`config.mk`:
```
export PLATFORM = sky130hd
export DESIGN_NAME = periodic_task_scheduler
export DESIGN_NICKNAME = d
export VERILOG_FILES = /design/src/pts_pkg.sv /design/src/pts_upd.sv /design/src/periodic_task_scheduler.sv
export SDC_FILE = /design/constraint.sdc
export NUM_CORES = 1
export LEC_CHECK = 0
export BUFFER_PORTS_ARGS = -buffer_cell sky130_fd_sc_hd__buf_2
export CORE_MARGIN = 3
export CORE_UTILIZATION = 35
export CTS_CLUSTER_DIAMETER = 120
export DETAILED_ROUTE_END_ITERATION = 12
export GPL_ROUTABILITY_DRIVEN = 0
export PLACE_DENSITY_LB_ADDON = 0.12
export SLEW_MARGIN = 20
export SYNTH_ARGS = -nofsm -noshare
export SYNTH_HDL_FRONTEND = slang
export SYNTH_SLANG_ARGS = --single-unit
export TNS_END_PERCENT = 50
```
`constraint.sdc`:
```
create_clock -name clk -period 14.87 [get_ports clk]
set_input_delay 2.974 -clock clk [delete_from_list [all_inputs] [get_ports clk]]
set_output_delay 2.974 -clock clk [all_outputs]
set_load 0.02 [all_outputs]
```
`src/pts_pkg.sv`:
```
package pts_pkg;

  localparam int DEF_NUM_TASKS = 8;
  localparam int DEF_TIME_BITS = 16;
  localparam int FIELD_W       = 16;
  localparam int MASK_W        = 8;
  localparam int SEL_W         = 3;
  localparam int POLICY_W      = 2;

  localparam logic [POLICY_W-1:0] POL_EDF = 2'd0;
  localparam logic [POLICY_W-1:0] POL_SRT = 2'd1;
  localparam logic [POLICY_W-1:0] POL_LST = 2'd2;

  localparam logic CMD_TICK = 1'b0;
  localparam logic CMD_LOAD = 1'b1;

  typedef struct packed {
    logic               cmd;
    logic [SEL_W-1:0]   task_index;
    logic [FIELD_W-1:0] exec_time;
    logic [FIELD_W-1:0] period_len;
    logic [FIELD_W-1:0] deadline_rel;
  } item_t;

  typedef struct packed {
    logic              selected_valid;
    logic [SEL_W-1:0]  selected_task;
    logic [MASK_W-1:0] completed_mask;
    logic [MASK_W-1:0] missed_mask;
    logic [MASK_W-1:0] overrun_mask;
  } result_t;

  typedef struct packed {
    logic completed;
    logic missed;
    logic overrun;
    logic candidate;
  } upd_flags_t;

  typedef enum logic [1:0] {
    ST_IDLE,
    ST_SCAN,
    ST_DRAIN,
    ST_EMIT
  } state_t;

endpackage

```
`src/pts_upd.sv`:
```
module pts_upd
  import pts_pkg::*;
#(
  parameter int TIME_BITS = DEF_TIME_BITS
) (
  input  logic                        tick,
  input  logic                        charge_hit,
  input  logic [POLICY_W-1:0]         policy,
  input  logic [TIME_BITS-1:0]        exec_in,
  input  logic [TIME_BITS-1:0]        period_in,
  input  logic [TIME_BITS-1:0]        deadline_in,
  input  logic [TIME_BITS-1:0]        rem_in,
  input  logic [TIME_BITS-1:0]        elapsed_in,
  input  logic                        done_in,
  output logic [TIME_BITS-1:0]        rem_out,
  output logic [TIME_BITS-1:0]        elapsed_out,
  output logic                        done_out,
  output upd_flags_t                  flags,
  output logic signed [TIME_BITS+1:0] key
);

  logic [TIME_BITS-1:0] elapsed_inc;
  logic [TIME_BITS-1:0] rem_dec;
  logic                 hit;
  logic                 done_chg;
  logic                 period_end;
  logic signed [TIME_BITS+1:0] d_ext;
  logic signed [TIME_BITS+1:0] e_ext;
  logic signed [TIME_BITS+1:0] r_ext;

  always_comb begin
    elapsed_inc = elapsed_in + TIME_BITS'(1);
    hit         = tick && charge_hit && !done_in && (rem_in != '0);
    rem_dec     = rem_in - TIME_BITS'(hit);
    done_chg    = done_in || (hit && (rem_dec == '0));
    period_end  = tick && (elapsed_inc >= period_in);

    flags.completed = hit && (rem_dec == '0);
    flags.missed    = tick && !done_chg && (elapsed_inc >= deadline_in);
    flags.overrun   = period_end && !done_chg;

    if (!tick) begin
      rem_out     = rem_in;
      elapsed_out = elapsed_in;
      done_out    = done_in;
    end else if (period_end) begin
      // period restart
      rem_out     = exec_in;
      elapsed_out = '0;
      done_out    = (exec_in == '0);
    end else begin
      rem_out     = rem_dec;
      elapsed_out = elapsed_inc;
      done_out    = done_chg;
    end
    flags.candidate = !done_out;
  end

  always_comb begin
    d_ext = $signed({2'b00, deadline_in});
    e_ext = $signed({2'b00, elapsed_out});
    r_ext = $signed({2'b00, rem_out});
    case (policy)
      POL_SRT: key = r_ext;
      POL_LST: key = d_ext - e_ext - r_ext;
      default: key = d_ext - e_ext;
    endcase
  end

endmodule

```
`src/periodic_task_scheduler.sv`:
```
// a result is registered after a sweep over the task table; a new item is taken only in idle,
// after the result of the last item has been emitted: the sweep reads one
//   table entry per cycle and writes it back on the next, then the update and compare stages
//   drain, the result is emitted and the block returns to idle to take the next transfer
// a result that waits for result_ready holds the block in emit and stalls the input
// reset: valid bits, running task, policy (earliest deadline) and handshake state clear;
//   the task table itself holds no reset value and is only used for loaded entries
module periodic_task_scheduler
  import pts_pkg::*;
#(
  parameter int NUM_TASKS = DEF_NUM_TASKS,
  parameter int TIME_BITS = DEF_TIME_BITS
) (
  input  logic                clk,
  input  logic                rst,
  input  logic                item_valid,
  output logic                item_ready,
  input  item_t               item,
  output logic                result_valid,
  input  logic                result_ready,
  output result_t             result,
  input  logic                cfg_we,
  input  logic [POLICY_W-1:0] cfg_wdata
);

  localparam int IDX_W = (NUM_TASKS > 1) ? $clog2(NUM_TASKS) : 1;
  localparam int ENT_W = 5 * TIME_BITS + 1;
  localparam int KW    = TIME_BITS + 2;

  state_t state, state_next;

  logic [POLICY_W-1:0]  policy;
  logic [NUM_TASKS-1:0] entry_valid;
  logic                 running_valid;
  logic [IDX_W-1:0]     running_index;
  logic                 cur_cmd;

  logic [ENT_W-1:0] mem [NUM_TASKS];
  logic [ENT_W-1:0] mem_rdata;
  logic [ENT_W-1:0] mem_wdata;
  logic [IDX_W-1:0] mem_waddr;
  logic             mem_we;

  logic [IDX_W-1:0] rd_idx;
  logic             s1_valid;
  logic [IDX_W-1:0] s1_idx;
  logic             k_valid;
  logic             k_cand;
  logic [IDX_W-1:0] k_idx;
  logic signed [KW-1:0] k_key;

  logic                 best_valid;
  logic [IDX_W-1:0]     best_idx;
  logic signed [KW-1:0] best_key;
  logic [MASK_W-1:0]    comp_mask;
  logic [MASK_W-1:0]    miss_mask;
  logic [MASK_W-1:0]    over_mask;

  logic item_xfer;
  logic scan_on;
  logic last_rd;
  logic emit;
  logic load_ok;
  logic s1_live;

  logic [TIME_BITS-1:0] ex_f, pe_f, dl_f, rm_f, el_f;
  logic                 dn_f;
  logic [TIME_BITS-1:0] rm_n, el_n;
  logic                 dn_n;
  upd_flags_t           flags;
  logic signed [KW-1:0] key;
  logic [TIME_BITS-1:0] ld_exec;

  assign item_xfer = item_valid && item_ready;
  assign last_rd   = (rd_idx == IDX_W'(NUM_TASKS - 1));
  assign load_ok   = (item.cmd == CMD_LOAD) && (32'(item.task_index) < NUM_TASKS);
  assign s1_live   = s1_valid && entry_valid[s1_idx];
  assign ld_exec   = TIME_BITS'(item.exec_time);

  // next state
  always_comb begin
    state_next = state;
    case (state)
      ST_IDLE:  if (item_xfer) state_next = ST_SCAN;
      ST_SCAN:  if (last_rd) state_next = ST_DRAIN;
      ST_DRAIN: if (!s1_valid && !k_valid) state_next = ST_EMIT;
      ST_EMIT:  if (emit) state_next = ST_IDLE;
      default:  state_next = ST_IDLE;
    endcase
  end

  // outputs of the sequencer
  always_comb begin
    item_ready = 1'b0;
    scan_on    = 1'b0;
    emit       = 1'b0;
    case (state)
      ST_IDLE: item_ready = 1'b1;
      ST_SCAN: scan_on = 1'b1;
      ST_EMIT: emit = !result_valid || result_ready;
      default: ;
    endcase
  end

  always_ff @(posedge clk) begin
    if (rst) begin
      state <= ST_IDLE;
    end else begin
      state <= state_next;
    end
  end

  always_ff @(posedge clk) begin
    if (rst) begin
      policy <= POL_EDF;
    end else if (cfg_we) begin
      policy <= cfg_wdata;
    end
  end

  // table memory: load write at transfer, write back during the sweep
  always_comb begin
    if (item_xfer) begin
      mem_we    = load_ok;
      mem_waddr = IDX_W'(item.task_index);
      mem_wdata = {ld_exec, TIME_BITS'(item.period_len), TIME_BITS'(item.deadline_rel),
                   ld_exec, {TIME_BITS{1'b0}}, (ld_exec == '0)};
    end else begin
      mem_we    = s1_live && (cur_cmd == CMD_TICK);
      mem_waddr = s1_idx;
      mem_wdata = {ex_f, pe_f, dl_f, rm_n, el_n, dn_n};
    end
  end

  always_ff @(posedge clk) begin
    if (mem_we) begin
      mem[mem_waddr] <= mem_wdata;
    end
    if (scan_on) begin
      mem_rdata <= mem[rd_idx];
    end
  end

  assign {ex_f, pe_f, dl_f, rm_f, el_f, dn_f} = mem_rdata;

  pts_upd #(
    .TIME_BITS (TIME_BITS)
  ) u_upd (
    .tick        (cur_cmd == CMD_TICK),
    .charge_hit  (running_valid && (running_index == s1_idx)),
    .policy      (policy),
    .exec_in     (ex_f),
    .period_in   (pe_f),
    .deadline_in (dl_f),
    .rem_in      (rm_f),
    .elapsed_in  (el_f),
    .done_in     (dn_f),
    .rem_out     (rm_n),
    .elapsed_out (el_n),
    .done_out    (dn_n),
    .flags       (flags),
    .key         (key)
  );

  always_ff @(posedge clk) begin
    if (rst) begin
      entry_valid <= '0;
    end else if (item_xfer && load_ok) begin
      entry_valid[IDX_W'(item.task_index)] <= 1'b1;
    end
  end

  always_ff @(posedge clk) begin
    if (item_xfer) begin
      cur_cmd <= item.cmd;
    end
  end

  // sweep pipeline: read, update, compare
  always_ff @(posedge clk) begin
    if (rst) begin
      rd_idx   <= '0;
      s1_valid <= 1'b0;
      k_valid  <= 1'b0;
    end else begin
      rd_idx   <= scan_on ? (last_rd ? '0 : rd_idx + IDX_W'(1)) : '0;
      s1_valid <= scan_on;
      k_valid  <= s1_valid;
    end
  end

  always_ff @(posedge clk) begin
    s1_idx <= rd_idx;
    k_idx  <= s1_idx;
    k_key  <= key;
    k_cand <= s1_live && flags.candidate;
  end

  always_ff @(posedge clk) begin
    if (item_xfer) begin
      best_valid <= 1'b0;
      best_idx   <= '0;
      best_key   <= '0;
      comp_mask  <= '0;
      miss_mask  <= '0;
      over_mask  <= '0;
    end else begin
      if (k_valid && k_cand && (!best_valid || (k_key < best_key))) begin
        best_valid <= 1'b1;
        best_idx   <= k_idx;
        best_key   <= k_key;
      end
      // only the first eight tasks are reported
      if (s1_live && (32'(s1_idx) < MASK_W)) begin
        comp_mask[SEL_W'(s1_idx)] <= flags.completed;
        miss_mask[SEL_W'(s1_idx)] <= flags.missed;
        over_mask[SEL_W'(s1_idx)] <= flags.overrun;
      end
    end
  end

  always_ff @(posedge clk) begin
    if (rst) begin
      running_valid <= 1'b0;
      running_index <= '0;
    end else if (emit) begin
      running_valid <= best_valid;
      running_index <= best_valid ? best_idx : '0;
    end
  end

  always_ff @(posedge clk) begin
    if (rst) begin
      result_valid <= 1'b0;
    end else if (emit) begin
      result_valid <= 1'b1;
    end else if (result_ready) begin
      result_valid <= 1'b0;
    end
  end

  always_ff @(posedge clk) begin
    if (emit) begin
      result.selected_valid <= best_valid;
      result.selected_task  <= best_valid ? SEL_W'(best_idx) : '0;
      result.completed_mask <= comp_mask;
      result.missed_mask    <= miss_mask;
      result.overrun_mask   <= over_mask;
    end
  end

`ifndef ASSERT_OFF
  a_accept_idle: assert property (@(posedge clk) disable iff (rst)
    item_xfer |-> !s1_valid && !k_valid)
    else $error("item transfer while sweep active");

  a_emit_src: assert property (@(posedge clk) disable iff (rst)
    $rose(result_valid) |-> $past(state == ST_EMIT))
    else $error("result appeared outside emit");

  a_wb_addr: assert property (@(posedge clk) disable iff (rst)
    (mem_we && scan_on) |-> (mem_waddr != rd_idx))
    else $error("write back collides with sweep read");

  a_running_loaded: assert property (@(posedge clk) disable iff (rst)
    running_valid |-> entry_valid[running_index])
    else $error("running task not loaded");
`endif

endmodule
```
==> results of run 1 <==
stage by stage:
stage,total power [mW],hold WS (ns),utilization,instances
global placement,5.84,0.418,0.374,3642
global route,8.66,0.444,0.405,3817
detailed placement,5.91,0.422,0.374,3642
finish,8.18,0.434,0.405,3817
CTS,8.27,0.436,0.405,3815
floorplan,5.11,0.329,-,2259
report_power, final:
part | switching (mW) | leakage [nW] | internal (mW) | total, mW
logic | 1.61 | 4.44 | 0.937 | 2.55
registers | 0.165 | 7.67 | 3.14 | 3.30
clock network | 0.930 | 1.50 | 1.40 | 2.33
cell usage in the layout (no fill, tap or decap), types with 23 or more instances in the layout:
| master | count |
|---|---|
| nand3_1 | 26 |
| mux2_2 | 84 |
| o21ai_0 | 113 |
| mux2i_1 | 26 |
| clkbuf_16 | 99 |
| nand2_1 | 154 |
| clkbuf_1 | 25 |
| edfxtp_1 | 758 |
| a21oi_1 | 94 |
| buf_2 | 88 |
| inv_1 | 72 |
| a21o_1 | 23 |
| buf_4 | 31 |
| dfxtp_1 | 90 |
| mux4_2 | 162 |
| xnor2_1 | 24 |
| ha_1 | 91 |
| nor2_1 | 130 |
| nor3_1 | 26 |
cells by family after synthesis:
kind of cell,share of synthesized area
AO/OA/AOI/OAI,0.0599
XOR/XNOR,0.00873
adder cells (fa/ha/maj),0.0330
buffers and inverters,0.0195
flip-flops,0.682
multiplexers,0.134
AND/OR/NAND/NOR,0.0623
final timing paths:
| check | to | slack [ns] | startpoint | cells past startpoint |
|---|---|---|---|---|
| setup / recovery | k_key[15] | 7.08 | mem_rdata[3] | 28 |
| hold / removal | result[15] | 0.43 | miss_mask[7] | 0 |
| setup reg to reg | k_key[15] | 7.08 | mem_rdata[3] | 28 |
| hold reg to reg | result[15] | 0.43 | miss_mask[7] | 0 |
per-layer routing:
metal  share of wire  up-vias  wire length (um)  global-route usage
met5               0        -                 0                   0
met4           0.020        0              1890              0.0450
met3           0.042      121              3850              0.0245
met2            0.48      479             44400               0.286
met1            0.46    10508             42400               0.240
li1                -     9055                 -                   -
flip-flops by register name, indices dropped and copies added (netlist names), 8 cells and up:
| name | flops |
|---|---|
| k_key | 18 |
| mem | 648 |
| over_mask | 8 |
| miss_mask | 8 |
| result | 28 |
| mem_rdata | 81 |
| comp_mask | 8 |
| best_key | 18 |
| entry_valid | 8 |
final cells by class:
cell class / count / area share
inverter: 77 / 0.00711
multi-input combinational: 1227 / 0.263
sequential: 851 / 0.596
clock inverter: 44 / 0.0113
timing repair buffer: 121 / 0.0170
clock buffer: 129 / 0.0639
tap: 1368 / 0.0414
==> qor.yml, run 1 <==
outcome:
  status: "finished, final reports clean"
synth:
  yosysTopAreaCellShare: 0.631
  ys.flop_type: "edfxtp_1"
  synthCells: 2259
  ys_warn_count: 0
  yosysSeqAreaShare: 0.682
  avgSynthCellArea_um2: 16.0
  synthMostInstantiatedCell: "edfxtp_1"
  yosysTopAreaCell: "edfxtp_1"
  ys_async_sr_fraction: 0
  synth_area_leaders: "edfxtp_1, mux4_2, dfxtp_1"
  syn-cell-area_um2: 36100
  ys_top_cells_by_count: "edfxtp_1, mux4_2, nand2_1, nor2_1, o21ai_0"
  synthesis.nets: 2412
  yosys_register_bits: 851
  synth-edff-count: 758
  yosysUniqueCellTypes: 80
sta:
  clock-skew-final_ns: 0.0274
  tightest_slew_ns: 1.08
  fin_ws_ns: 7.08
  relSlewSlack: 0.274
  layout_min_cycle_time_ns: 7.79
  fmax_ghz: 0.128
  hold_viol_final: 0
  post-route-period-util: 0.524
  setup_tns_ns: 0
  slew_viol_final: 0
  rsz0062_at_grt: "no"
  setup_viol: 0
final_layout:
  diodes: 0
  nets: 2527
  num-fill-cells: 9299
  multi_input_area_um2: 10900
  seqCellArea_um2: 24600
  drive_gt1_frac: 0.219
  final_area_um2: 41300
  area_growth_syn_to_layout_pct: 14.5
clocking:
  htreeDepth: 3
  cts-root-buf: "clkbuf_16"
  worstSkewPairLatency_ns: 0.67
  post_cts_resized: 0
  cts_buffer_depth: 3
  clkSlewWorstSetupHoldPaths_ns: 0.06
  cts_made_buffers: 96
  cts_hold_buf: 0
  post-cts-setup-buffers: 0
  cts.sinks: 851
  cts_tree: "yes"
floorplan:
  io-pin-count: 89
  coreArea_um2: 102000
  core.rowCount: 117
  die-width_um: 327
  die_y_um: 327
  die_area_um2: 107000
  start_util: 0.354
route:
  avgViaCountPerCell: 5.28
  ant_nets: 0
  first_pass_iters: 5
  drt_iter0_drc: 1504
  drc: 0
  wl_per_cell_um: 24.2
  vias: 20163
  wirelength_um: 92500
placement:
  dp_slack_ns: 7.12
  dpl-instance-area_um2: 38200
  io_buffer_count: 88
  place_hpwl_um: 56300
worst_setup_path:
  worstSetupPathType: "register to register"
  critPathMostFrequentCell: "and3_1"
  cp-end-kind: "register"
  critPathArrivalTime_ns: 8.34
  critPathSlowestCell: "nor2_1"
  path_delay_family: "compound AO/OA/AOI/OAI gates"
  required_ns: 15.42
  critPathMaxFanout: 39
  slowest_delay_ns: 0.59
  cp.buffers_inverters: 2
  setup.worst_path.start_class: "register"
hold_path:
  hp-class: "register to register"
global_route:
  gr-total-overflow: 0
  grt_pass1_wl_um: 138000
  antenna_found_initial: 2
  grt_max_degree: 90
  grtUsageTotal: 0.173
  grt_pass1_vias: 20981
job:
  maxCapViolCount: 0
power:
  leakagePower_nw: 13.6
  ir_drop_v: 0.000113
  power_density_nw_per_um2: 198
Note: power is estimated with default switching activity, not from simulation.
==> run 2, diff against run 1 <==
- clock period: 14.87 -> 6.35 ns (I/O delays scaled with it)
==> run 2 against run 1 <==
Effect of this change: first-iteration DRC count up 2.7%; die area did not move; sequential cell count is the same; critical path depth rose by 2; register-to-register slack got worse by 6.8 ns; fmax rose by 28%; final area is 1.6% higher; total power grew 140%; hold slack got worse by 0.0027 ns; clock skew down 0.0014 ns; critical endpoint is now k_key[11]; largest power group unchanged.
==> qor.yml, run 2 (synthesis results as in run 1) <==
outcome:
  status: "finished, final reports clean"  # unchanged
final_layout:
  layout_common_cells: "edfxtp_1, mux4_2, nand2_1"  # unchanged
  final_area_um2: 42000  # was 41300 um^2
  nets: 2584  # was 2527
  final_util: 0.412  # was 0.405
  regMostFlops: "mem"  # unchanged
  layoutNonFillerInstCount: 3873  # was 3817
  reg_top3: "mem (648), mem_rdata (81), result (28)"  # unchanged
  drive_gt1_frac: 0.252  # was 0.219
  num-fill-cells: 9260  # was 9299
  area_growth_syn_to_layout_pct: 16.3  # was 14.5%
  final_common_cell: "edfxtp_1"  # unchanged
  largest_reg_flops: 648  # unchanged
floorplan:
  die_y_um: 327  # unchanged
  io-pin-count: 89  # unchanged
  coreArea_um2: 102000  # unchanged
  die_area_um2: 107000  # unchanged
  start_util: 0.354  # unchanged
  core.rowCount: 117  # unchanged
  die-width_um: 327  # unchanged
worst_setup_path:
  critPathArrivalTime_ns: 6.61  # was 8.34 ns
  setup.worst_path.start_class: "register"  # unchanged
  critPathMaxFanout: 8  # was 39
  slowest_delay_ns: 0.42  # was 0.59 ns
  cp-end-kind: "register"  # unchanged
  required_ns: 6.89  # was 15.42 ns
  critPathSlowestCell: "a2111oi_2"  # was nor2_1
  worstSetupPathType: "register to register"  # unchanged
clocking:
  cts.sinks: 851  # unchanged
  cts_buffer_depth: 3  # unchanged
  cts-root-buf: "clkbuf_16"  # unchanged
  worstSkewPairLatency_ns: 0.66  # was 0.67 ns
  cts_tree: "yes"  # unchanged
  htreeDepth: 3  # unchanged
  cts_made_buffers: 94  # was 96
  clkSlewWorstSetupHoldPaths_ns: 0.06  # about the same
sta:
  layout_min_cycle_time_ns: 6.07  # was 7.79 ns
  tightest_slew_ns: 1.09  # was 1.08 ns
  hold_viol_final: 0  # unchanged
  clock-skew-final_ns: 0.0260  # was 0.0274 ns
  fmax_ghz: 0.165  # was 0.128 GHz
  fin_ws_ns: 0.282  # was 7.08 ns
  slew_viol_final: 0  # unchanged
  whs_ns: 0.432  # was 0.434 ns
  setup_viol: 0  # unchanged
  relSlewSlack: 0.266  # was 0.274
  post-route-period-util: 0.956  # was 0.524
  setup_tns_ns: 0  # unchanged
placement:
  dpl-instance-area_um2: 38800  # was 38200 um^2
  io_buffer_count: 88  # unchanged
  place_hpwl_um: 56800  # was 56300 um
  dp.cells: 3691  # was 3642
  dp_slack_ns: -0.0570  # was 7.12 ns
power:
  ir_drop_v: 0.000260  # was 0.000113 V
  power.total_mw: 19.6  # was 8.18 mW
  leakagePower_nw: 13.9  # was 13.6 nW
  power_density_nw_per_um2: 468  # was 198 nW/um^2
global_route:
  grt_pass1_wl_um: 141000  # was 138000 um
  grt_pass1_vias: 21342  # was 20981
  grt_max_degree: 89  # was 90
  grtUsageTotal: 0.176  # was 0.173
  antenna_found_initial: 1  # was 2
  gr-total-overflow: 0  # unchanged
route:
  ant_nets: 0  # unchanged
  first_pass_iters: 5  # unchanged
  wirelength_um: 93700  # was 92500 um
  wl_per_cell_um: 24.2  # about the same
  drt_iter0_drc: 1545  # was 1504
  drc: 0  # unchanged
  avgViaCountPerCell: 5.28  # about the same
  vias: 20436  # was 20163
job:
  maxCapViolCount: 0  # unchanged
hold_path:
  hp-class: "register to register"  # unchanged
run 2: cell count changes in the layout (fill, tap and decap cells not counted), moves of 4 or more:
cell	change
a21oi_1	-7
a21oi_2	+6
xnor2_1	-5
buf_12	+14
buf_4	+45
xnor2_2	+5
ha_1	-9
and3_4	+4
o21ai_0	-4
ha_2	+8
and3_1	-5
run 2: area by class of cell:
type / instances / area [um^2] / area share
Antenna cell: 1 / 2.50 / 0.0000596
Clock buffer: 125 / 2540 / 0.0605
Inverter: 77 / 294 / 0.00700
Timing Repair Buffer: 180 / 1320 / 0.0315
Sequential cell: 851 / 24600 / 0.587
Multi-Input combinational cell: 1227 / 11100 / 0.264
Tap cell: 1368 / 1710 / 0.0408
Clock inverter: 44 / 392 / 0.00932
run 2: final timing paths:
check | startpoint | endpoint | slack, ns | cells after the start
worst max-delay path | mem_rdata[3] | k_key[11] | 0.28 | 30
worst min-delay path | comp_mask[6] | result[22] | 0.43 | 0
worst max register to register | mem_rdata[3] | k_key[11] | 0.28 | 30
worst min register to register | comp_mask[6] | result[22] | 0.43 | 0
run 2: where the power goes:
part	internal, mW	switching, mW	leakage [nW]
clock network	3.04	2.15	1.42
registers	7.34	0.368	7.67
logic	2.68	4.05	4.79
total	13.1	6.57	13.9
run 2: what timing repair did:
| item | 4_1_cts | 5_1_grt |
|---|---|---|
| gates resized for setup | 3 | 50 |
| hold buffers | 0 | 0 |
| setup endpoints to repair | 2 | 9 |
| setup buffers | 0 | 11 |
| endpoints found under the hold margin | 0 | 0 |
| pin swaps | 0 | 19 |
run 2: metal layers:
| layer | GRT usage | part of all wire | vias up |
|---|---|---|---|
| met3 | 0.0261 | 0.040 | 113 |
| met1 | 0.246 | 0.46 | 10664 |
| met2 | 0.290 | 0.48 | 454 |
| met5 | 0 | 0 | - |
| met4 | 0.0394 | 0.019 | 0 |
| li1 | - | - | 9205 |
run 2: critical path, delay by kind of cell, from the launching register on:
| family | cells | cell delay [ns] |
|---|---|---|
| AO/OA/AOI/OAI | 10 | 1.81 |
| AND/OR/NAND/NOR | 11 | 1.77 |
| adder cells (fa/ha/maj) | 3 | 1.00 |
| buffers and inverters | 4 | 0.63 |
| XOR/XNOR | 2 | 0.38 |
| flip-flops | 1 | 0.36 |
==> run 3, diff against run 2 <==
- CORE_UTILIZATION: 35 -> 49
==> run 3 against run 2 <==
Effect of this change: die area decreased by 28%; cell count shrank 11%; via count shrank 0.27%; core utilization is 16 points higher; critical path depth decreased by 3; first-iteration DRC count up 32%; wire length decreased by 9.5%; global-route usage grew 4.5 points; final area is 2.0% lower; sequential cell count stayed put; clock power down 2%; critical path type unchanged; highest routed layer is now met5.
==> qor.yml, run 3 (synthesis results as in run 1) <==
worst_setup_path:
  critPathMaxFanout: 7  # was 8
  critPathArrivalTime_ns: 6.67  # was 6.61 ns
  r2r_start: "mem_rdata[3]"  # unchanged
  cp.buffers_inverters: 2  # was 4
  worstReg2RegEnd: "k_key[16]"  # was k_key[11]
  endpoint: "k_key[16]"  # was k_key[11]
  cp-end-kind: "register"  # unchanged
  setup.worst_path.start_class: "register"  # unchanged
  worstSetupStartpoint: "mem_rdata[3]"  # unchanged
  cp.depth: 27  # was 30
  critPathSlowestCell: "a2111o_1"  # was a2111oi_2
  slowest_delay_ns: 0.43  # was 0.42 ns
  required_ns: 6.87  # was 6.89 ns
  worstSetupPathType: "register to register"  # unchanged
  ff2ff_path_depth: 27  # was 30
  r2r_slack_ns: 0.20  # was 0.28 ns
  path_delay_family: "compound AO/OA/AOI/OAI gates"  # unchanged
route:
  drc: 0  # unchanged
  avgViaCountPerCell: 5.94  # was 5.28
  wl_per_cell_um: 24.7  # was 24.2 um
  vias: 20381  # was 20436
  drt_iter0_drc: 2040  # was 1545
  wirelength_um: 84700  # was 93700 um
  ant_nets: 0  # unchanged
  first_pass_iters: 5  # unchanged
placement:
  dpl-instance-area_um2: 38000  # was 38800 um^2
  place_hpwl_um: 51000  # was 56800 um
  dp.cells: 3263  # was 3691
  io_buffer_count: 88  # unchanged
final_layout:
  regMostFlops: "mem"  # unchanged
  multi_input_area_um2: 11100  # about the same
  layoutNonFillerInstCount: 3429  # was 3873
  largest_reg_flops: 648  # unchanged
  final_area_um2: 41100  # was 42000 um^2
  final_util: 0.570  # was 0.412
  nets: 2565  # was 2584
  final_common_cell: "edfxtp_1"  # unchanged
  area_growth_syn_to_layout_pct: 14.0  # was 16.3%
  drive_gt1_frac: 0.246  # was 0.252
  diodes: 0  # was 1
  layout_common_cells: "edfxtp_1, mux4_2, nand2_1"  # unchanged
  seqCellArea_um2: 24600  # unchanged
  num-fill-cells: 5605  # was 9260
  reg_top3: "mem (648), mem_rdata (81), result (28)"  # unchanged
global_route:
  antenna_found_initial: 2  # was 1
  grtUsageTotal: 0.220  # was 0.176
  gr-total-overflow: 0  # unchanged
  grt_max_degree: 89  # unchanged
  grt_pass1_vias: 20785  # was 21342
  grt_pass1_wl_um: 128000  # was 141000 um
clocking:
  htreeDepth: 3  # unchanged
  cts_tree: "yes"  # unchanged
  worstSkewPairLatency_ns: 0.63  # was 0.66 ns
  cts-root-buf: "clkbuf_16"  # unchanged
  cts_hold_buf: 0  # unchanged
  cts_buffer_depth: 3  # unchanged
  cts_made_buffers: 88  # was 94
  cts.sinks: 851  # unchanged
  clkSlewWorstSetupHoldPaths_ns: 0.06  # about the same
floorplan:
  io-pin-count: 89  # unchanged
  start_util: 0.500  # was 0.354
  die_area_um2: 77000  # was 107000 um^2
  die_y_um: 277  # was 327 um
  coreArea_um2: 72200  # was 102000 um^2
  core.rowCount: 98  # was 117
  die-width_um: 277  # was 327 um
sta:
  tightest_slew_ns: 1.02  # was 1.09 ns
  setup_tns_ns: 0  # unchanged
  post-route-period-util: 0.968  # was 0.956
  hold_viol_final: 0  # unchanged
  fmax_ghz: 0.163  # was 0.165 GHz
  layout_min_cycle_time_ns: 6.15  # was 6.07 ns
  slew_viol_final: 0  # unchanged
  relSlewSlack: 0.318  # was 0.266
  setup_viol: 0  # unchanged
  clock-skew-final_ns: 0.0220  # was 0.0260 ns
hold_path:
  hp-class: "register to register"  # unchanged
  hold_start: "miss_mask[2]"  # was comp_mask[6]
power:
  power.total_mw: 19.4  # was 19.6 mW
  leakagePower_nw: 13.8  # was 13.9 nW
  power_density_nw_per_um2: 472  # was 468 nW/um^2
  ir_drop_v: 0.000331  # was 0.000260 V
outcome:
  status: "finished, final reports clean"  # unchanged
job:
  maxCapViolCount: 0  # unchanged
[run 3: cell types whose count changed in the layout (fill, tap and decap cells not counted), sizes merged]
cell,before,now
inv,74,76
clkinv,37,35
clkbuf,125,112
buf,180,167
clkinvlp,4,3
diode,1,0
bufinv,6,8
[run 3: through the flow]
| step | setup slack [ns] | hold slack [ns] |
|---|---|---|
| final | 0.203 | 0.432 |
| after global routing | -0.0682 | 0.443 |
| after CTS | 0.00791 | 0.428 |
| after detailed placement | -0.0742 | 0.418 |
| after global placement | 0.155 | 0.412 |
| after floorplan | 0.0386 | 0.329 |
[run 3: worst min-delay path by stage]
stage / end / slack, ns / cells past startpoint
6_report: result[10] / 0.43 / 0
5_1_grt: result[11] / 0.44 / 0
4_1_cts: result[21] / 0.43 / 0
3_5_place_dp: result[0] / 0.42 / 0
3_3_place_gp: result[14] / 0.41 / 0
2_1_floorplan: k_idx[2] / 0.33 / 0
[run 3: final cells by class]
cell class,count,area share
Tap cell,950,0.0289
Timing Repair Buffer,167,0.0262
Clock inverter,45,0.0106
Multi-Input combinational cell,1227,0.270
Inverter,77,0.00709
Clock buffer,112,0.0587
Sequential cell,851,0.599
[run 3: layer usage]
layer / routed length [um] / share of wire / GRT usage
met1: 35700 / 0.42 / 0.295
met2: 41200 / 0.49 / 0.363
met3: 4930 / 0.058 / 0.0433
met4: 2820 / 0.033 / 0.0758
met5: 13 / 0.00015 / 0
[run 3: worst reg2reg max path: stages, from the launching register on]
cell and delay [ns]:
edfxtp_1 0.35, and3_1 0.19, and3_1 0.19, and3_4 0.20
and3_4 0.20, nand3_1 0.12, xnor2_2 0.17, ha_1 0.32
and4_1 0.25, o211ai_1 0.20, o21ai_4 0.23, buf_4 0.20
o21ai_0 0.10, a22oi_1 0.30, ha_1 0.33, a2111o_1 0.44
o21ai_2 0.20, o21ai_2 0.12, or4_1 0.40, o2111ai_1 0.15
nor2b_4 0.21, xnor2_2 0.15, ha_4 0.26, inv_1 0.09
o21bai_1 0.12, a221oi_4 0.30, nand4_1 0.14, o311ai_1 0.12
[run 3: where the power goes]
| group | total, mW | switching, mW | internal, mW |
|---|---|---|---|
| clock | 5.07 | 2.06 | 3.01 |
| sequential | 7.68 | 0.336 | 7.34 |
| combinational | 6.67 | 4.02 | 2.65 |
| total | 19.4 | 6.42 | 13.0 |
[run 3: repair_timing]
item,in CTS,in global routing
pin swaps,0,22
hold endpoints to repair,0,0
resized for setup,3,49
endpoints found under the setup margin,2,9
cloned,0,0
setup buffers,0,9
